<file path="config.mk">
export PLATFORM = sky130hd
export DESIGN_NAME = strided_key_candidate_enumerator
export DESIGN_NICKNAME = d
export VERILOG_FILES = /design/src/skce_pkg.sv /design/src/skce_front.sv /design/src/skce_back.sv /design/src/strided_key_candidate_enumerator.sv
export SDC_FILE = /design/constraint.sdc
export NUM_CORES = 2
export LEC_CHECK = 0
export BUFFER_PORTS_ARGS = -buffer_cell sky130_fd_sc_hd__clkbuf_2
export CORE_MARGIN = 2
export CORE_UTILIZATION = 60
export CTS_BUF_LIST = sky130_fd_sc_hd__clkbuf_2 sky130_fd_sc_hd__clkbuf_4 sky130_fd_sc_hd__clkbuf_8
export DETAILED_ROUTE_END_ITERATION = 6
export PLACE_DENSITY = 0.76
export SYNTH_ARGS = -nofsm -noshare
export SYNTH_HDL_FRONTEND = slang
export SYNTH_SLANG_ARGS = --single-unit
</file>
<file path="constraint.sdc">
create_clock -name clock -period 10.8 [get_ports clock]
set_clock_uncertainty 0.05 [all_clocks]
set_input_delay 0.54 -clock clock [delete_from_list [all_inputs] [get_ports clock]]
set_output_delay 0.54 -clock clock [all_outputs]
set_load 0.005 [all_outputs]
</file>
<file path="src/skce_pkg.sv">
// Shared types and constants for the strided key candidate enumerator.
`timescale 1ns / 1ps
`default_nettype none

package skce_pkg;

   localparam int CHARSET_DEPTH_DEFAULT = 256;
   localparam int MAX_KEY_DEFAULT       = 16;
   localparam int CMD_QUEUE_DEPTH       = 4;
   localparam int RSP_QUEUE_DEPTH       = 4;
   localparam int CSR_INDEX_WIDTH       = 2;
   localparam int CSR_DATA_WIDTH        = 9;

   localparam logic [1:0] MODE_LOAD    = 2'd0;
   localparam logic [1:0] MODE_EMIT    = 2'd1;
   localparam logic [1:0] MODE_RESTART = 2'd2;

   localparam logic [CSR_INDEX_WIDTH-1:0] CSR_CHARSET_LENGTH = 2'd0;
   localparam logic [CSR_INDEX_WIDTH-1:0] CSR_MAX_KEY_LENGTH = 2'd1;
   localparam logic [CSR_INDEX_WIDTH-1:0] CSR_STRIDE         = 2'd2;
   localparam logic [CSR_INDEX_WIDTH-1:0] CSR_WORKER_OFFSET  = 2'd3;

   typedef struct packed {
      logic [1:0] mode;
      logic [7:0] load_index;
      logic [7:0] load_char;
   } req_type;

   typedef struct packed {
      logic [7:0] key_char;
      logic [3:0] char_position;
      logic [4:0] key_length;
      logic       last;
      logic       finished;
   } rsp_type;

   typedef struct packed {
      logic [8:0] charset_length;
      logic [4:0] max_key_length;
      logic [8:0] stride;
      logic [7:0] worker_offset;
   } cfg_type;

   typedef enum logic [1:0] {
      OP_LOAD,
      OP_EMIT,
      OP_RESTART
   } cmd_op_type;

   typedef struct packed {
      logic       valid;
      cmd_op_type op;
      logic [7:0] index;
      logic [7:0] data;
   } cmd_type;

   typedef struct packed {
      logic [3:0] char_position;
      logic [4:0] key_length;
      logic       last;
   } meta_type;

   typedef enum logic [1:0] {
      ST_IDLE,
      ST_STREAM,
      ST_ADV_RD,
      ST_ADV_UP
   } back_state_type;

endpackage

`default_nettype wire

</file>
<file path="src/skce_front.sv">
// Front part: accepts request items, classifies them and queues the commands.
`timescale 1ns / 1ps
`default_nettype none

module skce_front #(
   parameter int CHARSET_DEPTH = skce_pkg::CHARSET_DEPTH_DEFAULT
) (
   input  wire logic              clock,
   input  wire logic              reset,
   input  wire logic              req_valid,
   output logic                   req_stall,
   input  wire skce_pkg::req_type req_payload,
   output skce_pkg::cmd_type      cmd,
   input  wire logic              cmd_pop
);
   import skce_pkg::*;

   localparam int QAW = (CMD_QUEUE_DEPTH > 1) ? $clog2(CMD_QUEUE_DEPTH) : 1;
   localparam int QCW = $clog2(CMD_QUEUE_DEPTH + 1);
   localparam logic [9:0] DEPTH_LIMIT = 10'(CHARSET_DEPTH);

   cmd_type          q_mem [CMD_QUEUE_DEPTH];
   logic [QAW-1:0]   wr_ptr_ff, wr_ptr_in;
   logic [QAW-1:0]   rd_ptr_ff, rd_ptr_in;
   logic [QCW-1:0]   count_ff, count_in;
   logic             keep;
   cmd_op_type       op;
   logic             in_range;
   logic             push;
   logic             pop;
   cmd_type          entry;

   assign in_range  = {2'b00, req_payload.load_index} < DEPTH_LIMIT;
   assign req_stall = (count_ff == QCW'(CMD_QUEUE_DEPTH));

   always_comb begin
      keep = 1'b0;
      op   = OP_LOAD;
      unique case (req_payload.mode)
         MODE_LOAD: begin
            keep = in_range;
            op   = OP_LOAD;
         end
         MODE_EMIT: begin
            keep = 1'b1;
            op   = OP_EMIT;
         end
         MODE_RESTART: begin
            keep = 1'b1;
            op   = OP_RESTART;
         end
         default: begin
            keep = 1'b0;
         end
      endcase
   end

   assign push = req_valid && !req_stall && keep;
   assign pop  = cmd_pop && (count_ff != '0);

   assign entry.valid = 1'b1;
   assign entry.op    = op;
   assign entry.index = req_payload.load_index;
   assign entry.data  = req_payload.load_char;

   always_comb begin
      cmd       = q_mem[rd_ptr_ff];
      cmd.valid = (count_ff != '0);
   end

   always_comb begin
      wr_ptr_in = wr_ptr_ff;
      rd_ptr_in = rd_ptr_ff;
      if (push) begin
         wr_ptr_in = (wr_ptr_ff == QAW'(CMD_QUEUE_DEPTH - 1)) ? '0 : wr_ptr_ff + QAW'(1);
      end
      if (pop) begin
         rd_ptr_in = (rd_ptr_ff == QAW'(CMD_QUEUE_DEPTH - 1)) ? '0 : rd_ptr_ff + QAW'(1);
      end
      count_in = count_ff + QCW'(push) - QCW'(pop);
   end

   always_ff @(posedge clock) begin
      if (reset) begin
         wr_ptr_ff <= '0;
         rd_ptr_ff <= '0;
         count_ff  <= '0;
      end else begin
         wr_ptr_ff <= wr_ptr_in;
         rd_ptr_ff <= rd_ptr_in;
         count_ff  <= count_in;
      end
   end

   always_ff @(posedge clock) begin
      if (push) begin
         q_mem[wr_ptr_ff] <= entry;
      end
   end

endmodule

`default_nettype wire

</file>
<file path="src/skce_back.sv">
// Back part: charset and digit stores, key streaming, odometer advance and result queue.
`timescale 1ns / 1ps
`default_nettype none

module skce_back #(
   parameter int CHARSET_DEPTH = skce_pkg::CHARSET_DEPTH_DEFAULT,
   parameter int MAX_KEY       = skce_pkg::MAX_KEY_DEFAULT
) (
   input  wire logic              clock,
   input  wire logic              reset,
   input  wire skce_pkg::cfg_type cfg,
   input  wire skce_pkg::cmd_type cmd,
   output logic                   cmd_pop,
   output logic                   rsp_valid,
   input  wire logic              rsp_stall,
   output skce_pkg::rsp_type      rsp_payload
);
   import skce_pkg::*;

   localparam int CIW = (CHARSET_DEPTH > 1) ? $clog2(CHARSET_DEPTH) : 1;
   localparam int KW  = (MAX_KEY > 1) ? $clog2(MAX_KEY) : 1;
   localparam int LW  = $clog2(MAX_KEY + 1);
   localparam int MW  = ((LW > 5) ? LW : 5) + 1;
   localparam int PW  = ((CIW > 9) ? CIW : 9) + 2;
   localparam int OAW = (RSP_QUEUE_DEPTH > 1) ? $clog2(RSP_QUEUE_DEPTH) : 1;
   localparam int OCW = $clog2(RSP_QUEUE_DEPTH + 1);
   localparam int CRW = OCW + 1;

   back_state_type state_ff, state_in;
   logic [LW-1:0]  len_ff, len_in;
   logic           done_ff, done_in;
   logic [KW-1:0]  idx_ff, idx_in;
   logic           s1_valid_ff, s1_valid_in;
   meta_type       s1_meta_ff, s1_meta_in;
   logic           s2_valid_ff, s2_valid_in;
   meta_type       s2_meta_ff, s2_meta_in;

   logic [CIW-1:0] dig_mem [MAX_KEY];
   logic [CIW-1:0] dig_rd_ff;
   logic [KW-1:0]  dig_raddr;
   logic           dig_we;
   logic [CIW-1:0] dig_wdata;

   logic [7:0]     cs_mem [CHARSET_DEPTH];
   logic [7:0]     cs_rd_ff;
   logic           cs_we;
   logic [CIW-1:0] cs_waddr;

   rsp_type        oq_mem [RSP_QUEUE_DEPTH];
   logic [OAW-1:0] oq_wr_ff, oq_wr_in;
   logic [OAW-1:0] oq_rd_ff, oq_rd_in;
   logic [OCW-1:0] oq_count_ff, oq_count_in;
   logic           oq_push;
   logic           oq_pop;
   rsp_type        oq_data;

   logic [PW-1:0]  clen;
   logic [MW-1:0]  maxe_cap;
   logic [MW-1:0]  maxe;
   logic           bad_offset;
   logic           credit_ok;
   logic           idx_last;
   logic           is_first;
   logic [PW-1:0]  start;
   logic           extend;
   logic [PW-1:0]  sum;
   logic [PW-1:0]  p_raw;
   logic           wrap;
   logic [PW-1:0]  p_fin;
   logic           at_end;

   assign clen = (PW'(cfg.charset_length) < PW'(CHARSET_DEPTH)) ?
                 PW'(cfg.charset_length) : PW'(CHARSET_DEPTH);
   assign maxe_cap = (MW'(cfg.max_key_length) < MW'(MAX_KEY)) ?
                     MW'(cfg.max_key_length) : MW'(MAX_KEY);
   assign maxe       = (maxe_cap == '0) ? MW'(1) : maxe_cap;
   assign bad_offset = PW'(cfg.worker_offset) >= clen;

   assign credit_ok = (CRW'(oq_count_ff) + CRW'(s1_valid_ff) + CRW'(s2_valid_ff))
                      < CRW'(RSP_QUEUE_DEPTH);
   assign idx_last  = (LW'(idx_ff) + LW'(1)) == len_ff;

   assign is_first = (idx_ff == '0);
   assign start    = is_first ? PW'(cfg.worker_offset) : '0;
   assign extend   = LW'(idx_ff) >= len_ff;
   assign sum      = PW'(dig_rd_ff) + (is_first ? PW'(cfg.stride) : PW'(1));
   assign p_raw    = extend ? start : sum;
   assign wrap     = p_raw >= clen;
   assign p_fin    = wrap ? start : p_raw;
   assign at_end   = (MW'(idx_ff) + MW'(1)) >= maxe;

   assign cs_waddr = CIW'(cmd.index);

   always_comb begin
      state_in    = state_ff;
      len_in      = len_ff;
      done_in     = done_ff;
      idx_in      = idx_ff;
      cmd_pop     = 1'b0;
      dig_we      = 1'b0;
      dig_wdata   = CIW'(p_fin);
      dig_raddr   = idx_ff;
      cs_we       = 1'b0;
      s1_valid_in = 1'b0;
      s1_meta_in  = s1_meta_ff;
      s2_valid_in = s1_valid_ff;
      s2_meta_in  = s1_meta_ff;

      oq_push               = s2_valid_ff;
      oq_data.key_char      = cs_rd_ff;
      oq_data.char_position = s2_meta_ff.char_position;
      oq_data.key_length    = s2_meta_ff.key_length;
      oq_data.last          = s2_meta_ff.last;
      oq_data.finished      = 1'b0;

      unique case (state_ff)
         ST_IDLE: begin
            if (cmd.valid && !s1_valid_ff && !s2_valid_ff) begin
               unique case (cmd.op)
                  OP_LOAD: begin
                     cs_we   = 1'b1;
                     cmd_pop = 1'b1;
                  end
                  OP_RESTART: begin
                     len_in  = '0;
                     done_in = 1'b0;
                     cmd_pop = 1'b1;
                  end
                  OP_EMIT: begin
                     if (oq_count_ff != OCW'(RSP_QUEUE_DEPTH)) begin
                        cmd_pop = 1'b1;
                        idx_in  = '0;
                        if (done_ff || bad_offset) begin
                           done_in          = 1'b1;
                           oq_push          = 1'b1;
                           oq_data          = '0;
                           oq_data.last     = 1'b1;
                           oq_data.finished = 1'b1;
                        end else if (len_ff == '0) begin
                           oq_push      = 1'b1;
                           oq_data      = '0;
                           oq_data.last = 1'b1;
                           state_in     = ST_ADV_RD;
                        end else begin
                           state_in = ST_STREAM;
                        end
                     end
                  end
                  default: begin
                     cmd_pop = 1'b1;
                  end
               endcase
            end
         end
         ST_STREAM: begin
            if (credit_ok) begin
               s1_valid_in              = 1'b1;
               s1_meta_in.char_position = 4'(idx_ff);
               s1_meta_in.key_length    = 5'(len_ff);
               s1_meta_in.last          = idx_last;
               if (idx_last) begin
                  idx_in   = '0;
                  state_in = ST_ADV_RD;
               end else begin
                  idx_in = idx_ff + KW'(1);
               end
            end
         end
         ST_ADV_RD: begin
            state_in = ST_ADV_UP;
         end
         ST_ADV_UP: begin
            dig_we = 1'b1;
            if (extend) begin
               len_in = LW'(idx_ff) + LW'(1);
            end
            if (wrap) begin
               if (at_end) begin
                  done_in  = 1'b1;
                  state_in = ST_IDLE;
               end else begin
                  idx_in   = idx_ff + KW'(1);
                  state_in = ST_ADV_RD;
               end
            end else begin
               state_in = ST_IDLE;
            end
         end
         default: begin
            state_in = ST_IDLE;
         end
      endcase
   end

   assign rsp_valid   = (oq_count_ff != '0);
   assign rsp_payload = oq_mem[oq_rd_ff];
   assign oq_pop      = rsp_valid && !rsp_stall;

   always_comb begin
      oq_wr_in = oq_wr_ff;
      oq_rd_in = oq_rd_ff;
      if (oq_push) begin
         oq_wr_in = (oq_wr_ff == OAW'(RSP_QUEUE_DEPTH - 1)) ? '0 : oq_wr_ff + OAW'(1);
      end
      if (oq_pop) begin
         oq_rd_in = (oq_rd_ff == OAW'(RSP_QUEUE_DEPTH - 1)) ? '0 : oq_rd_ff + OAW'(1);
      end
      oq_count_in = oq_count_ff + OCW'(oq_push) - OCW'(oq_pop);
   end

   always_ff @(posedge clock) begin
      if (reset) begin
         state_ff    <= ST_IDLE;
         len_ff      <= '0;
         done_ff     <= 1'b0;
         idx_ff      <= '0;
         s1_valid_ff <= 1'b0;
         s2_valid_ff <= 1'b0;
         oq_wr_ff    <= '0;
         oq_rd_ff    <= '0;
         oq_count_ff <= '0;
      end else begin
         state_ff    <= state_in;
         len_ff      <= len_in;
         done_ff     <= done_in;
         idx_ff      <= idx_in;
         s1_valid_ff <= s1_valid_in;
         s2_valid_ff <= s2_valid_in;
         oq_wr_ff    <= oq_wr_in;
         oq_rd_ff    <= oq_rd_in;
         oq_count_ff <= oq_count_in;
      end
   end

   always_ff @(posedge clock) begin
      s1_meta_ff <= s1_meta_in;
      s2_meta_ff <= s2_meta_in;
      if (oq_push) begin
         oq_mem[oq_wr_ff] <= oq_data;
      end
   end

   always_ff @(posedge clock) begin
      if (dig_we) begin
         dig_mem[idx_ff] <= dig_wdata;
      end
      dig_rd_ff <= dig_mem[dig_raddr];
   end

   always_ff @(posedge clock) begin
      if (cs_we) begin
         cs_mem[cs_waddr] <= cmd.data;
      end
      cs_rd_ff <= cs_mem[dig_rd_ff];
   end

endmodule

`default_nettype wire

</file>
<file path="src/strided_key_candidate_enumerator.sv">
// Top level of the strided key candidate enumerator: register port, front and back parts.
//
// Request items carry a mode: load writes one charset byte, restart clears the key,
// emit returns the current key and then advances it. An item is taken on req_valid
// while req_stall is low; a four-entry command queue parts the front from the back.
// Result items leave on rsp_valid, one character per item, with last on the final
// character; an empty key or an exhausted enumeration gives a single item.
// Loads and restarts give no result. An emit of a key of length L streams L results,
// one per cycle while the result queue has room, each through a digit store read and
// a charset read; it then advances the key with a read state and an update state for
// each digit that the carry visits, as the digit store has a single read port, and
// takes no new command until done. Registers are written through csr_wr_en, csr_index
// and csr_data; the user writes them only while idle, which the block does not enforce.
// Reset clears the key, the finished flag and both queues and returns the registers
// to their defaults; the charset store holds no defined contents until loaded.
// A stalled receiver holds the front result; the back part keeps working until its
// four-entry result queue fills, and the command queue then raises req_stall.
`timescale 1ns / 1ps
`default_nettype none

module strided_key_candidate_enumerator #(
   parameter int CHARSET_DEPTH = skce_pkg::CHARSET_DEPTH_DEFAULT,
   parameter int MAX_KEY       = skce_pkg::MAX_KEY_DEFAULT
) (
   input  wire logic                                clock,
   input  wire logic                                reset,
   input  wire logic                                req_valid,
   output logic                                     req_stall,
   input  wire skce_pkg::req_type                   req_payload,
   output logic                                     rsp_valid,
   input  wire logic                                rsp_stall,
   output skce_pkg::rsp_type                        rsp_payload,
   input  wire logic                                csr_wr_en,
   input  wire logic [skce_pkg::CSR_INDEX_WIDTH-1:0] csr_index,
   input  wire logic [skce_pkg::CSR_DATA_WIDTH-1:0]  csr_data
);
   import skce_pkg::*;

   cfg_type cfg_ff, cfg_in;
   cmd_type cmd;
   logic    cmd_pop;

   always_comb begin
      cfg_in = cfg_ff;
      if (csr_wr_en) begin
         unique case (csr_index)
            CSR_CHARSET_LENGTH: cfg_in.charset_length = csr_data;
            CSR_MAX_KEY_LENGTH: cfg_in.max_key_length = csr_data[4:0];
            CSR_STRIDE:         cfg_in.stride         = csr_data;
            CSR_WORKER_OFFSET:  cfg_in.worker_offset  = csr_data[7:0];
            default: begin
            end
         endcase
      end
   end

   always_ff @(posedge clock) begin
      if (reset) begin
         cfg_ff.charset_length <= 9'd1;
         cfg_ff.max_key_length <= 5'd1;
         cfg_ff.stride         <= 9'd1;
         cfg_ff.worker_offset  <= 8'd0;
      end else begin
         cfg_ff <= cfg_in;
      end
   end

   skce_front #(
      .CHARSET_DEPTH(CHARSET_DEPTH)
   ) u_front (
      .clock      (clock),
      .reset      (reset),
      .req_valid  (req_valid),
      .req_stall  (req_stall),
      .req_payload(req_payload),
      .cmd        (cmd),
      .cmd_pop    (cmd_pop)
   );

   skce_back #(
      .CHARSET_DEPTH(CHARSET_DEPTH),
      .MAX_KEY      (MAX_KEY)
   ) u_back (
      .clock      (clock),
      .reset      (reset),
      .cfg        (cfg_ff),
      .cmd        (cmd),
      .cmd_pop    (cmd_pop),
      .rsp_valid  (rsp_valid),
      .rsp_stall  (rsp_stall),
      .rsp_payload(rsp_payload)
   );

endmodule

`default_nettype wire

</file>
======== Word-level counts from Yosys, hierarchy flattened ========
Memory sizes are Yosys's and may differ from the RTL's. A register that Yosys moved wholly into a read port is not among the register bits.
Index checks and enable logic that the tools add are counted.
storage, ports and cells
  register bits ........................... 79
  RAM bits ................................ 2,324
  output and inout bits ................... 21
  memories ................................ 4
operators by class
  $add $sub $neg .......................... 14
  $lt $le $gt $ge ......................... 7
  eq/ne operators ......................... 31
  muxes and demuxes ....................... 75
  bitwise gates (word level) .............. 1
  reduce and logical (&&, ||, !) cells .... 33
memory list
  name            depth  bits a word  rd ports  clocked after Yosys merged registers in  write ports  line              source
  u_back.cs_mem   256    8            1         1                                        1            skce_back.sv:44   logic [7:0] cs_mem [CHARSET_DEPTH];
  u_back.dig_mem  16     8            1         1                                        1            skce_back.sv:38   logic [CIW-1:0] dig_mem [MAX_KEY];
  u_back.oq_mem   4      19           1         1                                        1            skce_back.sv:49   rsp_type oq_mem [RSP_QUEUE_DEPTH];
  u_front.q_mem   4      18           1         1                                        1            skce_front.sv:22  cmd_type q_mem [CMD_QUEUE_DEPTH];
operator list
  operator                                        number
  two-way mux 19 bit                              6
  two-way mux 2 bit                               17
  two-way mux 1 bit                               29
  two-way mux 4 bit                               7
  == test 2 bit (second input constant)           10
  two-way mux 5 bit                               4
  two-way mux 9 bit                               2
  two-way mux 8 bit                               2
  != test 2 x 1 -> 1 bit (second input constant)  7
  AND reduction 7 bit                             2
  one-hot mux 4 bit (3 select lines)              1
  adder 8 x 11 -> 11 bit                          1
  greater-or-equal comparator 11 x 9 -> 1 bit     1
  greater-or-equal comparator 8 x 11 -> 1 bit     1
  two-way mux 11 bit                              1
  adder 4 x 1 -> 5 bit (second input constant)    2
  one-hot mux 5 bit (2 select lines)              1
  AND reduction 2 bit                             5
  < comparator 9 bit (second input constant)      1
  nonzero test 3 bit                              3
  adder 2 x 1 -> 2 bit (second input constant)    4
  == test 2 x 1 -> 1 bit (second input constant)  4
  zero test 2 bit                                 4
  != test 2 bit (second input constant)           4
  other kinds (29)                                42

======== Longest topological paths before layout ========
  depth after elaboration ................. 11
  gate-level depth with buffers ........... 24
  depth with buffers taken out ............ 20

======== Cells and area by module ========
From an unflattened synthesis, not the netlist that was laid out.
second synthesis, totals
  cell total of the unflattened synthesis .. 4,574
  area, all modules ....................... 94,396.8 sq um
modules (own cells, without submodules)
  module                            times used  cells an instance  area each (sq um)  sequential area each (sq um)
  skce_back                         1           4,311              90,046.4           68,906.1
  skce_front                        1           148                3,103.0            2,342.2
  strided_key_candidate_enumerator  1           115                1,247.4            620.6

======== Worst setup path after synthesis ========
No wires, ideal clock.
  path type ............................... register -> register
  start ................................... reg u_back.idx_ff[0] (netlist: u_back.dig_raddr[0])
  end ..................................... mem u_back.dig_mem[0][0] (netlist bit), data pin
  library setup time ...................... 0.330 ns
  arrival time ............................ 5.546 ns
  data required time ...................... 10.420 ns
  path slack .............................. 4.874 ns
  stages on the path, launching flop included .. 23
  period minus slack after synthesis ...... 5.926 ns
  path through ............................ dfxtp_1 -> clkbuf_1 -> buf_1 -> inv_1 -> ha_1 -> nor3b_1 -> clkbuf_1 -> clkbuf_1 -> nand2b_1 -> ha_1 -> fa_1 -> a21o_1 -> a21oi_1 -> nor2b_1 -> o31a_1 -> a21oi_1 -> a21o_1 -> ha_1 -> a21oi_1 -> o21ai_0 -> a221o_1 -> a221o_1 -> o21ai_0
on the way
  word-level cells in the longest chain between the ends .. 6
  elaborated cells on any way between the ends .. 8
  classes of those cells .................. add/sub (1); order compare (2); mux (4); reduce/logical (1)
ends and longest elaborated chain
  item                                         line              source
  from (decl)                                  skce_back.sv:32   logic [KW-1:0] idx_ff, idx_in;
  from (signal assigned)                       skce_back.sv:226  idx_ff <= idx_in;
  zero test 4 bit                              skce_back.sv:83   assign is_first = (idx_ff == '0);
  two-way mux 9 bit                            skce_back.sv:86   assign sum = PW'(dig_rd_ff) + (is_first ? PW'(cfg.stride) : PW'(1));
  adder 8 x 11 -> 11 bit                       skce_back.sv:86
  two-way mux 11 bit                           skce_back.sv:87   assign p_raw = extend ? start : sum;
  greater-or-equal comparator 11 x 9 -> 1 bit  skce_back.sv:88   assign wrap = p_raw >= clen;
  two-way mux 8 bit (*)                        skce_back.sv:89   assign p_fin = wrap ? start : p_raw;
  net u_back.p_fin[0]                          skce_back.sv:69   logic [PW-1:0] p_fin;
  to (decl)                                    skce_back.sv:38
The timed path passes the listed nets; every way through them passes the cells marked *.

======== Final worst setup path ========
  start ................................... reg u_back.idx_ff[3] (netlist: u_back.dig_raddr[3])
  end ..................................... mem u_back.dig_mem[0][5] (netlist bit), data pin
The elaborated chain is that of the path after synthesis.

==> results.md <==
- Result of the run: complete, no violations
- Hold path endpoint: u_front.q_mem[2][7]
- Core area: 0.156 mm²
- Switch Pwr: 5.59 mW
- DP Worst Slack: 4.96 ns
- RSZ-0062 raised after global routing: false
- Post-route cell area: 0.104 mm²
- Die ar.: 0.161 mm²
- Hold Vio Cnt, Final: 0
- Post-CTS Setup Bufs: 0
- Routed vias: 46700
- TritonCTS Sinks: 2423
- Top-area cell type share of the netlist area: 0.741
- Max-slew violation count: 0
- Reg2Reg Depth: 17
- Most common cell after layout, fill and taps aside: edfxtp_1
- Number of global-route vias before repair: 47000
- GP Congestion: 0.851
- Drt pass-1 iters: 6
- Combinational share of power: 0.115
- DIE HEIGHT: 401 µm
- Worst-margin pin slew: 1.27 ns
- Flop pwr share: 0.547
- Post-synth top area cell: edfxtp_1
- Critical Path Source Type: flop
- Post-placement cell area: 0.0968 mm²
- I/O Buffers: 54
- Worst reg2reg path endpoint: u_back.dig_mem[0][5]
- Area delta synth->final: 10.3%
- Fin Setup TNS: 0 ns
- Synth Register Bits: 2423
- Pwr/cell area: 209 mW/mm²
- Fin crit period: 5.92 ns
- Nets: 4925
- Area occupied by multi-input gates: 0.0214 mm²
- Reg2reg setup slack: 4.88 ns
- Max Root-Sink Buffers: 4
- Arrival time worst endpoint: 6.55 ns
- Post-synth top flop: edfxtp_1
- Layout cells sized above 1: 0.260
- Num rows: 145
- Final Cycle Share: 0.548
- MaxCap Viol Count: 0
- DR DRC count: 0
- Yosys warns: 0
- DP HPWL: 120000 µm
- Hold buffers post-CTS: 42
- Global-route wire length before repair: 307000 µm
- Critical path class: reg -> reg
- Htree depth: 5
- Peak supply drop: 0.000225 V
- Antenna viol nets, final: 0
- Initial DRC count: 5685
- Worst-skew pair later-pin latency: 1.05 ns
- P_leak: 33.0 nW
- GRT Util Overall: 0.261
- Crit. End Element: flop
- Largest net degree at the start of global routing: 193
- CTS Root Cell: clkbuf_8
- Final setup viols: 0
- Largest fanout on the critical path: 21
- Fill count: 9673
- Clock slew at reported path FFs: 0.06 ns
- Hold path depth: 2
- Antenna violations before repair: 8
- Worst endpoint required time: 11.43 ns
- Commonest cells after routing, fill and taps aside: edfxtp_1, mux4_2, clkbuf_8
- R2R Path Start: u_back.dig_raddr[3]
- Routed len/inst: 29.1 µm
- Seq/Total Area, Yosys: 0.760
- # IOs: 55
- Fin worst setup slack: 4.88 ns
- Register area: 0.0719 mm²
- CTS tree: built
- CTS resizes: 0
- Post-synth cell types: 62
- Slew headroom: 0.156
- Final hold slack: 0.208 ns
- Final wirelength: 208000 µm
- Clk pwr share: 0.338
- Die Width: 401 µm
- Top cells by area, synth: edfxtp_1, mux4_2, dfxtp_1
- Pint: 16.2 mW
- Total CTS buffers: 382
- Syn nets: 4641
- Cell Area, Synth: 0.0946 mm²
- GR Overflow Total: 0
- Hold path start: req_payload[7]
- Cell count after synthesis: 4550
- Post-synth ARST share: 0
- Fmax: 169 MHz
- Mean post-synth cell area: 20.8 µm²
- HP Class: in -> reg
- Number of synthesized flops with an enable pin: 2334
- Fraction of power spent switching nets: 0.256
- Routed vias/inst: 6.52
- Initial Util: 0.605
==> worst max-delay path, cell delays in order, from the launching register on <==
cell      delay (ns)
dfxtp_1         0.64
nor3b_2         0.99
nand2b_1        0.12
ha_1            0.27
fa_1            0.44
a21o_1          0.17
a21oi_1         0.20
nor2b_1         0.09
o31a_1          0.25
a21oi_1         0.12
a21o_1          0.16
ha_1            0.26
a21oi_1         0.14
o21ai_0         0.08
a221o_1         0.33
a221oi_2        0.80
nor2_1          0.11
a21o_1          0.36
==> how the worst max path moves through the flow <==
stage                         from                    end  slack (ns)  cells past startpoint
6_report       u_back.dig_raddr[3]   u_back.dig_mem[0][5]        4.88                     17
5_1_grt        u_back.dig_raddr[3]   u_back.dig_mem[6][5]        4.34                     17
3_3_place_gp   u_back.dig_raddr[3]  u_back.dig_mem[10][4]        4.94                     17
2_1_floorplan  u_back.dig_raddr[0]   u_back.dig_mem[0][0]        4.87                     22
3_5_place_dp   u_back.dig_raddr[3]   u_back.dig_mem[8][4]        4.96                     17
4_1_cts        u_back.dig_raddr[3]   u_back.dig_mem[6][5]        4.96                     17
==> cell type report <==
type                            count  area share
Sequential cell                  2423       0.689
Multi-Input combinational cell   1844       0.205
Clock buffer                      522      0.0612
Clock inverter                    134     0.00742
Timing Repair Buffer              160      0.0122
Inverter                           23    0.000827
Tap cell                         2058      0.0247
Antenna cell                        5    0.000120
==> per-stage QoR <==
stage          power (mW)   util  cells
2_1_floorplan        13.6      -   4550
6_report             21.8  0.667   7169
5_1_grt              22.5  0.667   7165
4_1_cts              21.9  0.667   7164
3_5_place_dp         14.7  0.619   6466
3_3_place_gp         14.5  0.619   6466
==> state kept, by name (all words and copies together) (netlist names), 3 cells and up, named ones only <==
register / flops
u_back.dig_raddr: 4
u_front.count_ff: 3
u_back.oq_mem: 76
u_back.dig_mem: 128
u_front.q_mem: 72
u_back.dig_rd_ff: 8
u_back.oq_count_ff: 3
cfg_ff: 31
u_back.len_ff: 5
u_back.cs_rd_ff: 8
u_back.cs_mem: 2048
u_back.s1_meta_ff: 10
u_back.s2_meta_ff: 10
==> cells in the mapped netlist (5+ instances only) <==
library cell  count
o22ai_1          14
a31oi_1          10
a211oi_1         12
nand2b_1         13
o21ai_0          20
xnor2_1           7
nor3_1           30
o31ai_1           5
a21oi_1          94
a22oi_1          92
nand2_1         109
ha_1             54
and3_1           17
o21a_1            8
buf_4            42
o211ai_1          6
nand3_1          50
nor3b_1           7
inv_1            21
and2_1           53
clkbuf_1        115
nand3_4           7
buf_2            58
dfxtp_1          89
nand4_1          12
nor2b_1          31
mux2i_1         135
o221ai_1         30
mux4_2          600
buf_1            28
a22o_1           10
a21o_1           14
edfxtp_1       2334
buf_6            16
nor2_1          348
==> power groups by stage <==
| stage | clock, mW | combinational, mW | sequential, mW |
|---|---|---|---|
| after global placement | 0 | 2.37 | 12.1 |
| after floorplan | 0 | 1.35 | 12.2 |
| after detailed placement | 0 | 2.52 | 12.1 |
| after CTS | 7.47 | 2.52 | 11.9 |
| after global routing | 7.86 | 2.72 | 12.0 |
| final | 7.37 | 2.52 | 11.9 |
==> routing by layer <==
| layer | vias up | GRT usage | wire [µm] |
|---|---|---|---|
| li1 | 19400 | - | - |
| met1 | 24400 | 0.378 | 81400 |
| met2 | 2571 | 0.394 | 99000 |
| met3 | 383 | 0.0643 | 21300 |
| met4 | 6 | 0.0910 | 6520 |
| met5 | - | 0 | 36 |
==> logic make-up after synthesis <==
kind of cell	Yosys count	share of synthesized area
buffers and inverters	283	0.0150
DFF	2423	0.760
AOI/OAI and AO/OA	336	0.0244
xor gates and xnor gates	11	0.00102
and+or+nand+nor	702	0.0346
adders and majority gates	57	0.00778
muxes	738	0.157
No activity file was read; power rests on OpenSTA's default activity.
